**src/csp_pkg.sv**
```systemverilog
package csp_pkg;

    localparam int COORD_W    = 32;
    localparam int RADIUS_W   = 31;
    localparam int MODE_W     = 2;
    localparam int CFG_IDX_W  = 3;
    localparam int U_ONE_BITS = 30;
    // Scaled component: signed, magnitude in [2^29, 2^30) for the largest one.
    localparam int SC_W       = 31;
    // Width of a vector component that goes into block scaling.
    localparam int SC_IN_W    = 36;

    localparam logic [CFG_IDX_W-1:0] REG_BOTTOM_X = 3'd0;
    localparam logic [CFG_IDX_W-1:0] REG_BOTTOM_Y = 3'd1;
    localparam logic [CFG_IDX_W-1:0] REG_BOTTOM_Z = 3'd2;
    localparam logic [CFG_IDX_W-1:0] REG_TOP_X    = 3'd3;
    localparam logic [CFG_IDX_W-1:0] REG_TOP_Y    = 3'd4;
    localparam logic [CFG_IDX_W-1:0] REG_TOP_Z    = 3'd5;
    localparam logic [CFG_IDX_W-1:0] REG_RADIUS   = 3'd6;

    localparam logic [MODE_W-1:0] MODE_AUTO   = 2'd0;
    localparam logic [MODE_W-1:0] MODE_TOP    = 2'd1;
    localparam logic [MODE_W-1:0] MODE_BOTTOM = 2'd2;

    typedef logic [2:0][COORD_W-1:0] coord3_t;
    typedef logic [2:0][SC_W-1:0]    sc3_t;
    typedef logic [2:0][SC_IN_W-1:0] wide3_t;

    // Shifts a signed vector so that its largest magnitude lies in [2^29, 2^30).
    // Right shifts truncate the magnitude. A zero vector stays zero.
    function automatic sc3_t block_scale(input wide3_t v);
        logic [2:0][SC_IN_W-1:0] m;
        logic [SC_IN_W-1:0]      mx;
        logic [SC_IN_W-1:0]      s;
        int                      p;
        sc3_t                    w;
        mx = '0;
        p  = 0;
        for (int i = 0; i < 3; i++)
        begin
            m[i] = v[i][SC_IN_W-1] ? (~v[i] + 1'b1) : v[i];
            if (m[i] > mx)
            begin
                mx = m[i];
            end
        end
        for (int i = 0; i < SC_IN_W; i++)
        begin
            if (mx[i])
            begin
                p = i;
            end
        end
        for (int i = 0; i < 3; i++)
        begin
            if (p >= 29)
            begin
                s = m[i] >> (p - 29);
            end
            else
            begin
                s = m[i] << (29 - p);
            end
            w[i] = v[i][SC_IN_W-1] ? SC_W'(~s + 1'b1) : SC_W'(s);
        end
        return w;
    endfunction

endpackage

```
**src/csp_spine.sv**
```systemverilog
module csp_spine (
    input  logic             clk,
    input  logic             rst_n,
    input  logic             start,
    input  csp_pkg::coord3_t bot,
    input  csp_pkg::coord3_t top,
    output logic             busy,
    output csp_pkg::sc3_t    u
);

    localparam logic [1:0] ST_IDLE = 2'd0;
    localparam logic [1:0] ST_SQ   = 2'd1;
    localparam logic [1:0] ST_ROOT = 2'd2;
    localparam logic [1:0] ST_DIV  = 2'd3;

    logic [1:0]    state_reg, state_next;
    logic          pend_reg, pend_next;
    logic [5:0]    cnt_reg, cnt_next;
    logic [1:0]    comp_reg, comp_next;
    csp_pkg::sc3_t ws_reg, ws_next;
    csp_pkg::sc3_t u_reg, u_next;
    logic [61:0]   acc_reg, acc_next;
    logic [30:0]   root_reg, root_next;
    logic [33:0]   rem_reg, rem_next;
    logic [31:0]   dnum_reg, dnum_next;
    logic [30:0]   drem_reg, drem_next;
    logic [31:0]   q_reg, q_next;

    csp_pkg::wide3_t    sp;
    logic signed [30:0] wsel;
    logic [29:0]        wmag;
    logic [61:0]        sqv;
    logic [61:0]        dn0;
    logic [33:0]        rem2;
    logic [33:0]        trial;
    logic [31:0]        drem2;
    logic [31:0]        qf;

    always_comb
    begin
        for (int i = 0; i < 3; i++)
        begin
            sp[i] = 36'($signed(top[i])) - 36'($signed(bot[i]));
        end
        wsel  = $signed(ws_reg[comp_reg]);
        wmag  = wsel[30] ? 30'(-wsel) : wsel[29:0];
        sqv   = 62'(62'(wsel) * 62'(wsel));
        dn0   = {2'b00, wmag, 30'd0} + 62'(root_reg >> 1);
        rem2  = {rem_reg[31:0], acc_reg[61:60]};
        trial = {1'b0, root_reg, 2'b01};
        drem2 = {drem_reg, dnum_reg[31]};
        qf    = {q_reg[30:0], (drem2 >= {1'b0, root_reg})};

        state_next = state_reg;
        cnt_next   = cnt_reg;
        comp_next  = comp_reg;
        ws_next    = ws_reg;
        u_next     = u_reg;
        acc_next   = acc_reg;
        root_next  = root_reg;
        rem_next   = rem_reg;
        dnum_next  = dnum_reg;
        drem_next  = drem_reg;
        q_next     = q_reg;
        pend_next  = pend_reg;

        case (state_reg)
            ST_IDLE:
            begin
                if (pend_reg)
                begin
                    pend_next  = 1'b0;
                    ws_next    = csp_pkg::block_scale(sp);
                    acc_next   = '0;
                    comp_next  = '0;
                    state_next = ST_SQ;
                end
            end
            ST_SQ:
            begin
                acc_next = acc_reg + sqv;
                if (comp_reg == 2'd2)
                begin
                    state_next = ST_ROOT;
                    cnt_next   = '0;
                    root_next  = '0;
                    rem_next   = '0;
                end
                else
                begin
                    comp_next = comp_reg + 2'd1;
                end
            end
            ST_ROOT:
            begin
                if (rem2 >= trial)
                begin
                    rem_next  = rem2 - trial;
                    root_next = {root_reg[29:0], 1'b1};
                end
                else
                begin
                    rem_next  = rem2;
                    root_next = {root_reg[29:0], 1'b0};
                end
                acc_next = {acc_reg[59:0], 2'b00};
                if (cnt_reg == 6'd30)
                begin
                    state_next = ST_DIV;
                    cnt_next   = '0;
                    comp_next  = '0;
                end
                else
                begin
                    cnt_next = cnt_reg + 6'd1;
                end
            end
            ST_DIV:
            begin
                if (cnt_reg == 6'd0)
                begin
                    // A zero spine has a zero length and gives a zero unit vector.
                    if (root_reg == '0)
                    begin
                        u_next     = '0;
                        state_next = ST_IDLE;
                    end
                    else
                    begin
                        drem_next = {1'b0, dn0[61:32]};
                        dnum_next = dn0[31:0];
                        q_next    = '0;
                        cnt_next  = 6'd1;
                    end
                end
                else
                begin
                    if (drem2 >= {1'b0, root_reg})
                    begin
                        drem_next = 31'(drem2 - {1'b0, root_reg});
                    end
                    else
                    begin
                        drem_next = drem2[30:0];
                    end
                    dnum_next = {dnum_reg[30:0], 1'b0};
                    q_next    = qf;
                    if (cnt_reg == 6'd32)
                    begin
                        u_next[comp_reg] = wsel[30] ? 31'(-qf[30:0]) : qf[30:0];
                        cnt_next = '0;
                        if (comp_reg == 2'd2)
                        begin
                            state_next = ST_IDLE;
                        end
                        else
                        begin
                            comp_next = comp_reg + 2'd1;
                        end
                    end
                    else
                    begin
                        cnt_next = cnt_reg + 6'd1;
                    end
                end
            end
            default:
            begin
                state_next = ST_IDLE;
            end
        endcase

        if (start)
        begin
            pend_next = 1'b1;
        end
    end

    always_ff @(posedge clk or negedge rst_n)
    begin
        if (!rst_n)
        begin
            state_reg <= ST_IDLE;
            pend_reg  <= 1'b1;
            cnt_reg   <= '0;
            comp_reg  <= '0;
        end
        else
        begin
            state_reg <= state_next;
            pend_reg  <= pend_next;
            cnt_reg   <= cnt_next;
            comp_reg  <= comp_next;
        end
    end

    always_ff @(posedge clk)
    begin
        ws_reg   <= ws_next;
        u_reg    <= u_next;
        acc_reg  <= acc_next;
        root_reg <= root_next;
        rem_reg  <= rem_next;
        dnum_reg <= dnum_next;
        drem_reg <= drem_next;
        q_reg    <= q_next;
    end

    assign busy = pend_reg || (state_reg != ST_IDLE);
    assign u    = u_reg;

endmodule

```
**config.mk**
```make
export PLATFORM = sky130hd
export DESIGN_NAME = csp_spine
export DESIGN_NICKNAME = d
export VERILOG_FILES = /design/src/csp_pkg.sv /design/src/csp_spine.sv
export SDC_FILE = /design/constraint.sdc
export NUM_CORES = 2
export LEC_CHECK = 0
export BUFFER_PORTS_ARGS = -buffer_cell sky130_fd_sc_hd__buf_2
export CORE_MARGIN = 2
export CORE_UTILIZATION = 30
export DETAILED_ROUTE_END_ITERATION = 12
export PLACE_DENSITY_LB_ADDON = 0.2
export SLEW_MARGIN = 10
export SYNTH_ARGS = -nofsm -noshare
export SYNTH_HDL_FRONTEND = slang
export SYNTH_SLANG_ARGS = --single-unit
```
**constraint.sdc**
```tcl
create_clock -name clk -period 32.4 [get_ports clk]
set_input_delay 6.48 -clock clk [delete_from_list [all_inputs] [get_ports clk]]
set_output_delay 6.48 -clock clk [all_outputs]
set_load 0.02 [all_outputs]
```
# ---- Yosys cells after proc, flatten, opt, wreduce, memory -nomap -nowiden
# Cells that the tools add are included.
dict set report totals {
  ff_bits 415
  word_cells 201
  out_inout_bits 94
}
dict set report classes {
  n_shift 6
  n_addsub 19
  n_reduce_logical 19
  n_eq_ne 17
  n_mul 1
  n_lt_le_gt_ge 8
  muxes 108
  bitwise_logic 6
}
# cell n
set ops {}
lappend ops {{32-bit 2-to-1 mux} 40}
lappend ops {{31-bit 2-to-1 mux} 19}
lappend ops {{36-bit 2-to-1 mux} 12}
lappend ops {{93-bit 2-to-1 mux} 3}
lappend ops {{62-bit one-hot mux with 3 select lines} 1}
lappend ops {{36-bit by 1-bit adder with 36-bit output (second input constant)} 3}
lappend ops {{36-bit inverter} 3}
lappend ops {{36-bit by 32-bit left shift with 31-bit output} 3}
lappend ops {{36-bit by 32-bit right shift with 31-bit output} 3}
lappend ops {{32-bit by 32-bit subtractor with 33-bit output} 3}
lappend ops {{31-bit by 1-bit adder with 31-bit output (second input constant)} 3}
lappend ops {{93-bit bitwise mux} 1}
lappend ops {{31-bit inverter} 3}
lappend ops {{30-bit 2-to-1 mux} 3}
lappend ops {{36-bit > comparator} 2}
lappend ops {{32-bit one-hot mux with 2 select lines} 1}
lappend ops {{62-bit adder} 1}
lappend ops {{31-bit binary-select mux with 2-bit select} 1}
lappend ops {{31-bit demux with 2-bit select} 1}
lappend ops {{31-bit by 31-bit multiplier with 62-bit output} 1}
lappend ops {{62-bit 2-to-1 mux} 1}
lappend ops {{31-bit one-hot mux with 2 select lines} 1}
lappend ops {{60-bit by 30-bit adder with 61-bit output} 1}
lappend ops {{36-bit by 1-bit > comparator with 1-bit output (second input constant)} 1}
lappend ops {{36 further kinds} 73}

# ---- Logic depth before layout (Yosys ltp)
dict set report depth {
  word_depth 61
  depth_mapped 75
}

# ---- Least setup slack after synthesis
# No wires, ideal clock.
dict set report synth_timing {
  path_type {input to register}
  start {input top[32] in the netlist's numbering}
  end {register ws_reg[92] in the netlist's numbering, data pin}
  setup_time_ns 0.265
  stages 70
  path_buffers 16
  setup_slack_ns 10.820
  t_arrival_ns 21.315
  cell_sequence {inv_1 > ha_1 > inv_1 > fa_1 > a211o_1 > a21o_1 > a221o_1 > a211oi_1 > mux2_2 > nor2_1 > o2111ai_4 > or4_4 > and3_4 > or2_2 > clkbuf_1 > ha_1 > a21oi_1 > o21bai_1 > (+34 left out) > a21oi_1 > inv_1 > ha_1 > clkbuf_1 > or3_1 > a211o_1 > nand2_1 > buf_2 > a22oi_1 > or3_1 > inv_1 > ha_1 > nand3_1 > nor4_1 > nand4b_1 > nor3_2 > a41oi_1 > xor2_1}
}
dict set report synth_via {
  elab_chain_len 57
  word_cells_on_any_way 60
  cone_classes {5 x add/sub; 3 x order compare; 2 x shift; 48 x mux; 2 x bitwise}
}
# item line_no
set synth_rtl {}
lappend synth_rtl {{start: declaration} csp_spine.sv:6} ;# input csp_pkg::coord3_t top,
lappend synth_rtl {{32-bit by 32-bit subtractor with 33-bit output (*)} csp_spine.sv:43} ;# sp[i] = 36'($signed(top[i])) - 36'($signed(bot[i]));
lappend synth_rtl {{36-bit inverter} csp_pkg.sv:41} ;# m[i] = v[i][SC_IN_W-1] ? (~v[i] + 1'b1) : v[i];
lappend synth_rtl {{36-bit by 1-bit adder with 36-bit output} csp_pkg.sv:41}
lappend synth_rtl {{36-bit 2-to-1 mux (*)} csp_pkg.sv:41}
lappend synth_rtl {{36-bit > comparator} csp_pkg.sv:42} ;# if (m[i] > mx)
lappend synth_rtl {{36-bit 2-to-1 mux (*)} csp_pkg.sv:42}
lappend synth_rtl {{36-bit 2-to-1 mux (*)} csp_spine.sv:70} ;# if (pend_reg)
lappend synth_rtl {{36-bit 2-to-1 mux (*)} csp_spine.sv:67} ;# case (state_reg)
lappend synth_rtl {{(+41 left out)} -}
lappend synth_rtl {{6-bit by 32-bit subtractor with 32-bit output / 32-bit by 6-bit subtractor with 32-bit output (equally long branches)} {csp_pkg.sv:62, csp_pkg.sv:58}}
lappend synth_rtl {{36-bit by 32-bit left shift with 31-bit output / 36-bit by 32-bit right shift with 31-bit output (equally long branches)} {csp_pkg.sv:62, csp_pkg.sv:58}}
lappend synth_rtl {{31-bit 2-to-1 mux (*)} csp_pkg.sv:56} ;# if (p >= 29)
lappend synth_rtl {{31-bit 2-to-1 mux (*)} csp_spine.sv:70}
lappend synth_rtl {{31-bit 2-to-1 mux (*)} csp_spine.sv:67}
lappend synth_rtl {{31-bit inverter} csp_pkg.sv:64} ;# w[i] = v[i][SC_IN_W-1] ? SC_W'(~s + 1'b1) : SC_W'(s);
lappend synth_rtl {{31-bit by 1-bit adder with 31-bit output} csp_pkg.sv:64}
lappend synth_rtl {{31-bit 2-to-1 mux (*)} csp_pkg.sv:64}
lappend synth_rtl {{end signal: assignment} csp_spine.sv:199} ;# ws_reg <= ws_next;
lappend synth_rtl {{end: declaration} csp_spine.sv:20} ;# csp_pkg::sc3_t ws_reg, ws_next;
# Mark *: on every way between the ends. The rest lies on a longest branch, timed or not. The select of a mux whose other input is x is not followed.
# A chain may end at the register's enable or synchronous reset.

# ---- Worst setup path after layout
dict set report layout_timing {
  start {input top[0] in the netlist's numbering}
  end {register ws_reg[86] in the netlist's numbering, data pin}
}
dict set report layout_via {
  elab_chain_len 61
  word_cells_on_any_way 64
  cone_classes {5 x add/sub; 4 x order compare; 2 x shift; 51 x mux; 2 x bitwise}
}
# item line_no
set layout_rtl {}
lappend layout_rtl {{32-bit by 32-bit subtractor with 33-bit output (*)} csp_spine.sv:43}
lappend layout_rtl {{36-bit inverter} csp_pkg.sv:41}
lappend layout_rtl {{36-bit by 1-bit adder with 36-bit output} csp_pkg.sv:41}
lappend layout_rtl {{36-bit 2-to-1 mux (*)} csp_pkg.sv:41}
lappend layout_rtl {{36-bit by 1-bit > comparator with 1-bit output} csp_pkg.sv:42}
lappend layout_rtl {{36-bit 2-to-1 mux (*)} csp_pkg.sv:42}
lappend layout_rtl {{36-bit 2-to-1 mux (*)} csp_spine.sv:70}
lappend layout_rtl {{36-bit 2-to-1 mux (*)} csp_spine.sv:67}
lappend layout_rtl {{(+45 left out)} -}
lappend layout_rtl {{6-bit by 32-bit subtractor with 32-bit output / 32-bit by 6-bit subtractor with 32-bit output (equally long branches)} {csp_pkg.sv:62, csp_pkg.sv:58}}
lappend layout_rtl {{36-bit by 32-bit left shift with 31-bit output / 36-bit by 32-bit right shift with 31-bit output (equally long branches)} {csp_pkg.sv:62, csp_pkg.sv:58}}
lappend layout_rtl {{31-bit 2-to-1 mux (*)} csp_pkg.sv:56}
lappend layout_rtl {{31-bit 2-to-1 mux (*)} csp_spine.sv:70}
lappend layout_rtl {{31-bit 2-to-1 mux (*)} csp_spine.sv:67}
lappend layout_rtl {{31-bit inverter} csp_pkg.sv:64}
lappend layout_rtl {{31-bit by 1-bit adder with 31-bit output} csp_pkg.sv:64}
lappend layout_rtl {{31-bit 2-to-1 mux (*)} csp_pkg.sv:64}
# Marked as above.

==> results.json <==
{
  "r2r_cells": 43,
  "die_h_um": 537,
  "antenna_found_initial": 7,
  "synth_top_cells_by_area": "fa_1, edfxtp_1, ha_1, inv_1, nor2_1",
  "syn_area_um2": 85200,
  "synth-edff-count": 404,
  "synth.distinct_cells": 136,
  "hold_buffers": 0,
  "fin_crit_ps": 26080,
  "slew_violations": 0,
  "vias_per_cell": 5.73,
  "cp.arrival_ps": 26430,
  "dp_hpwl_mm": 296,
  "grt_pass1_vias": 79800,
  "startpoint_type": "input port",
  "gp_congestion": 1.02,
  "synthFlopType": "edfxtp_1",
  "synth_top_area_share": 0.246,
  "io_pins": 289,
  "met2_length_mm": 166,
  "crit_path_top_delay_cell": "a221oi_1",
  "tritoncts": "yes",
  "drt-pass1-iter-count": 9,
  "drc": 0,
  "grt-ovfl-total": 0,
  "area.sequential_um2": 12400,
  "die_w_um": 537,
  "max-slew-margin-rel": 0.0939,
  "r2r_end": "acc_reg[61]$_DFFE_PP_",
  "wl_met1_mm": 164,
  "n_fill_cell": 29800,
  "synth_cells": 10100,
  "path_class": "in -> reg",
  "status": "complete, no violations",
  "holdWs_ps": 523,
  "track_usage": 0.256,
  "timing_worst_slew_pin_value_ps": 1360,
  "finalHoldViolCount": 0,
  "die_area_um2": 288000,
  "num_rows": 195,
  "reg2reg_from": "comp_reg[0]$_DFFE_PN0P_",
  "required_ps": 32750,
  "yosysWarnings": 0,
  "nets": 11800,
  "synth_top_area_cell": "fa_1",
  "clock_path_buffers": 3,
  "drive_gt1_frac": 0.0919,
  "dr_wl_met3_mm": 29.9,
  "min_to": "dnum_reg[26]$_DFFE_PP_",
  "avgSynthCellArea_um2": 8.45,
  "port-buffer-count": 288,
  "multi_input_area_um2": 64700,
  "path_clk_slew_ps": 70,
  "ant_nets": 0,
  "async_reset_ff_frac": 0.0265,
  "core_area_um2": 282000,
  "cts_sinks": 415,
  "cts_resized": 0,
  "grt_max_degree": 92,
  "post_drt_wl_per_cell_um": 27.1,
  "ff2ff_setup_slack_ps": 18540,
  "grt_pass1_wl_mm": 552,
  "maxCapViolations": 0,
  "ys_ff_latch": 415,
  "fmax_mhz": 38.3,
  "routed.top_layer": "met4",
  "cts_buffers": 52,
  "hold_start": "dnum_reg[25]$_DFFE_PP_",
  "drt_iter0_markers": 8669,
  "post_cts_buffers": 0,
  "area_growth_pct": 9.18,
  "min_path_cells": 2,
  "wirelength_mm": 376,
  "crit_top_cell": "ha_1",
  "cts_root_buf": "clkbuf_16",
  "route.vias.total": 79500,
  "finClkSkew_ps": 105,
  "setup_viol": 0,
  "layout_common_cells": "inv_1, fa_1, nand2_1",
  "endpoint_kind": "flop",
  "ys_seq_area_frac": 0.146,
  "rsz0062_at_grt": "no",
  "critPathMaxStageDelay_ps": 950,
  "min_path_type": "reg -> reg",
  "setup_tns_ps": 0,
  "start_util": 0.302,
  "clock_latency_ps": 730,
  "timing.final.crit_share": 0.805,
  "cts_max_level": 2,
  "crit_fanout": 34,
  "final_common_cell": "inv_1"
}
Yosys cell counts, drive strengths merged (35+ instances only):
cell type,number
edfxtp,404
clkbuf,417
nand4,90
or2,44
buf,170
a222oi,52
fa,1048
a21oi,500
a311oi,35
nor4,63
nand3,203
and3,62
o21ai,444
nor2b,124
a221oi,67
o221ai,51
o22ai,49
xnor2,238
o31ai,54
a311o,37
mux2i,123
inv,1625
nand2b,53
a211o,37
a2111oi,35
xor2,134
a21boi,54
o311ai,86
ha,484
nor2,814
a21o,113
nand2,811
nor3,258
o21a,60
a22oi,86
or3,58
a211oi,223
and2,123
a31oi,85
o211ai,87
metal layers:
layer  global-route usage  up-vias
li1                     -    35000
met1                0.351    40100
met2                0.399     3677
met3               0.0444      656
met4               0.0986        0
met5                    0        -
area by class of cell:
class	count	area share
clock inverter	31	0.00362
sequential	415	0.133
clock buffer	64	0.0146
timing repair buffer	531	0.0351
tap	3743	0.0504
multi-input combinational	7448	0.696
inverter	1643	0.0664
antenna	7	0.000188
worst max path at each step:
stage | from | end | slack (ps) | cells after the start
5_1_grt | top[44] | ws_reg[86]$_DFFE_PP_ | 5390 | 56
4_1_cts | top[32] | ws_reg[86]$_DFFE_PP_ | 7040 | 59
6_report | top[0] | ws_reg[86]$_DFFE_PP_ | 6320 | 56
3_3_place_gp | top[32] | ws_reg[92]$_DFFE_PP_ | 6580 | 59
3_5_place_dp | top[32] | ws_reg[92]$_DFFE_PP_ | 6420 | 59
2_1_floorplan | top[32] | ws_reg[92]$_DFFE_PP_ | 10820 | 70
through the flow:
step           worst slack [ps]   util  instance area, um2  cells
2_1_floorplan             10820      -               85200  10100
3_3_place_gp               6580  0.323               91200  13800
3_5_place_dp               6420  0.323               91300  13800
4_1_cts                    7040  0.329               93000  13900
5_1_grt                    5390  0.329               93000  13900
6_report                   6320  0.329               93000  13900
critical path, delay by kind of cell:
kind	cells	cell delay, ps
AO/OA/AOI/OAI	19	7450
XOR/XNOR	2	680
adder cells (fa/ha/maj)	7	2640
buffers and inverters	6	1290
multiplexers	1	100
AND/OR/NAND/NOR	21	7710
cells by family after synthesis:
| logic type | count (synthesis) | synth area share |
|---|---|---|
| flip-flops | 415 | 0.146 |
| AND/OR/NAND/NOR | 2816 | 0.158 |
| buffers and inverters | 2230 | 0.101 |
| XOR/XNOR | 372 | 0.0385 |
| multiplexers | 189 | 0.0278 |
| AO/OA/AOI/OAI | 2527 | 0.212 |
| adder cells (fa/ha/maj) | 1532 | 0.317 |
| other | 2 | 0.0000882 |
Power is left out: the tool's default activity adds up to more than one toggle a clock period on the data nets, which glitch-free logic cannot reach.
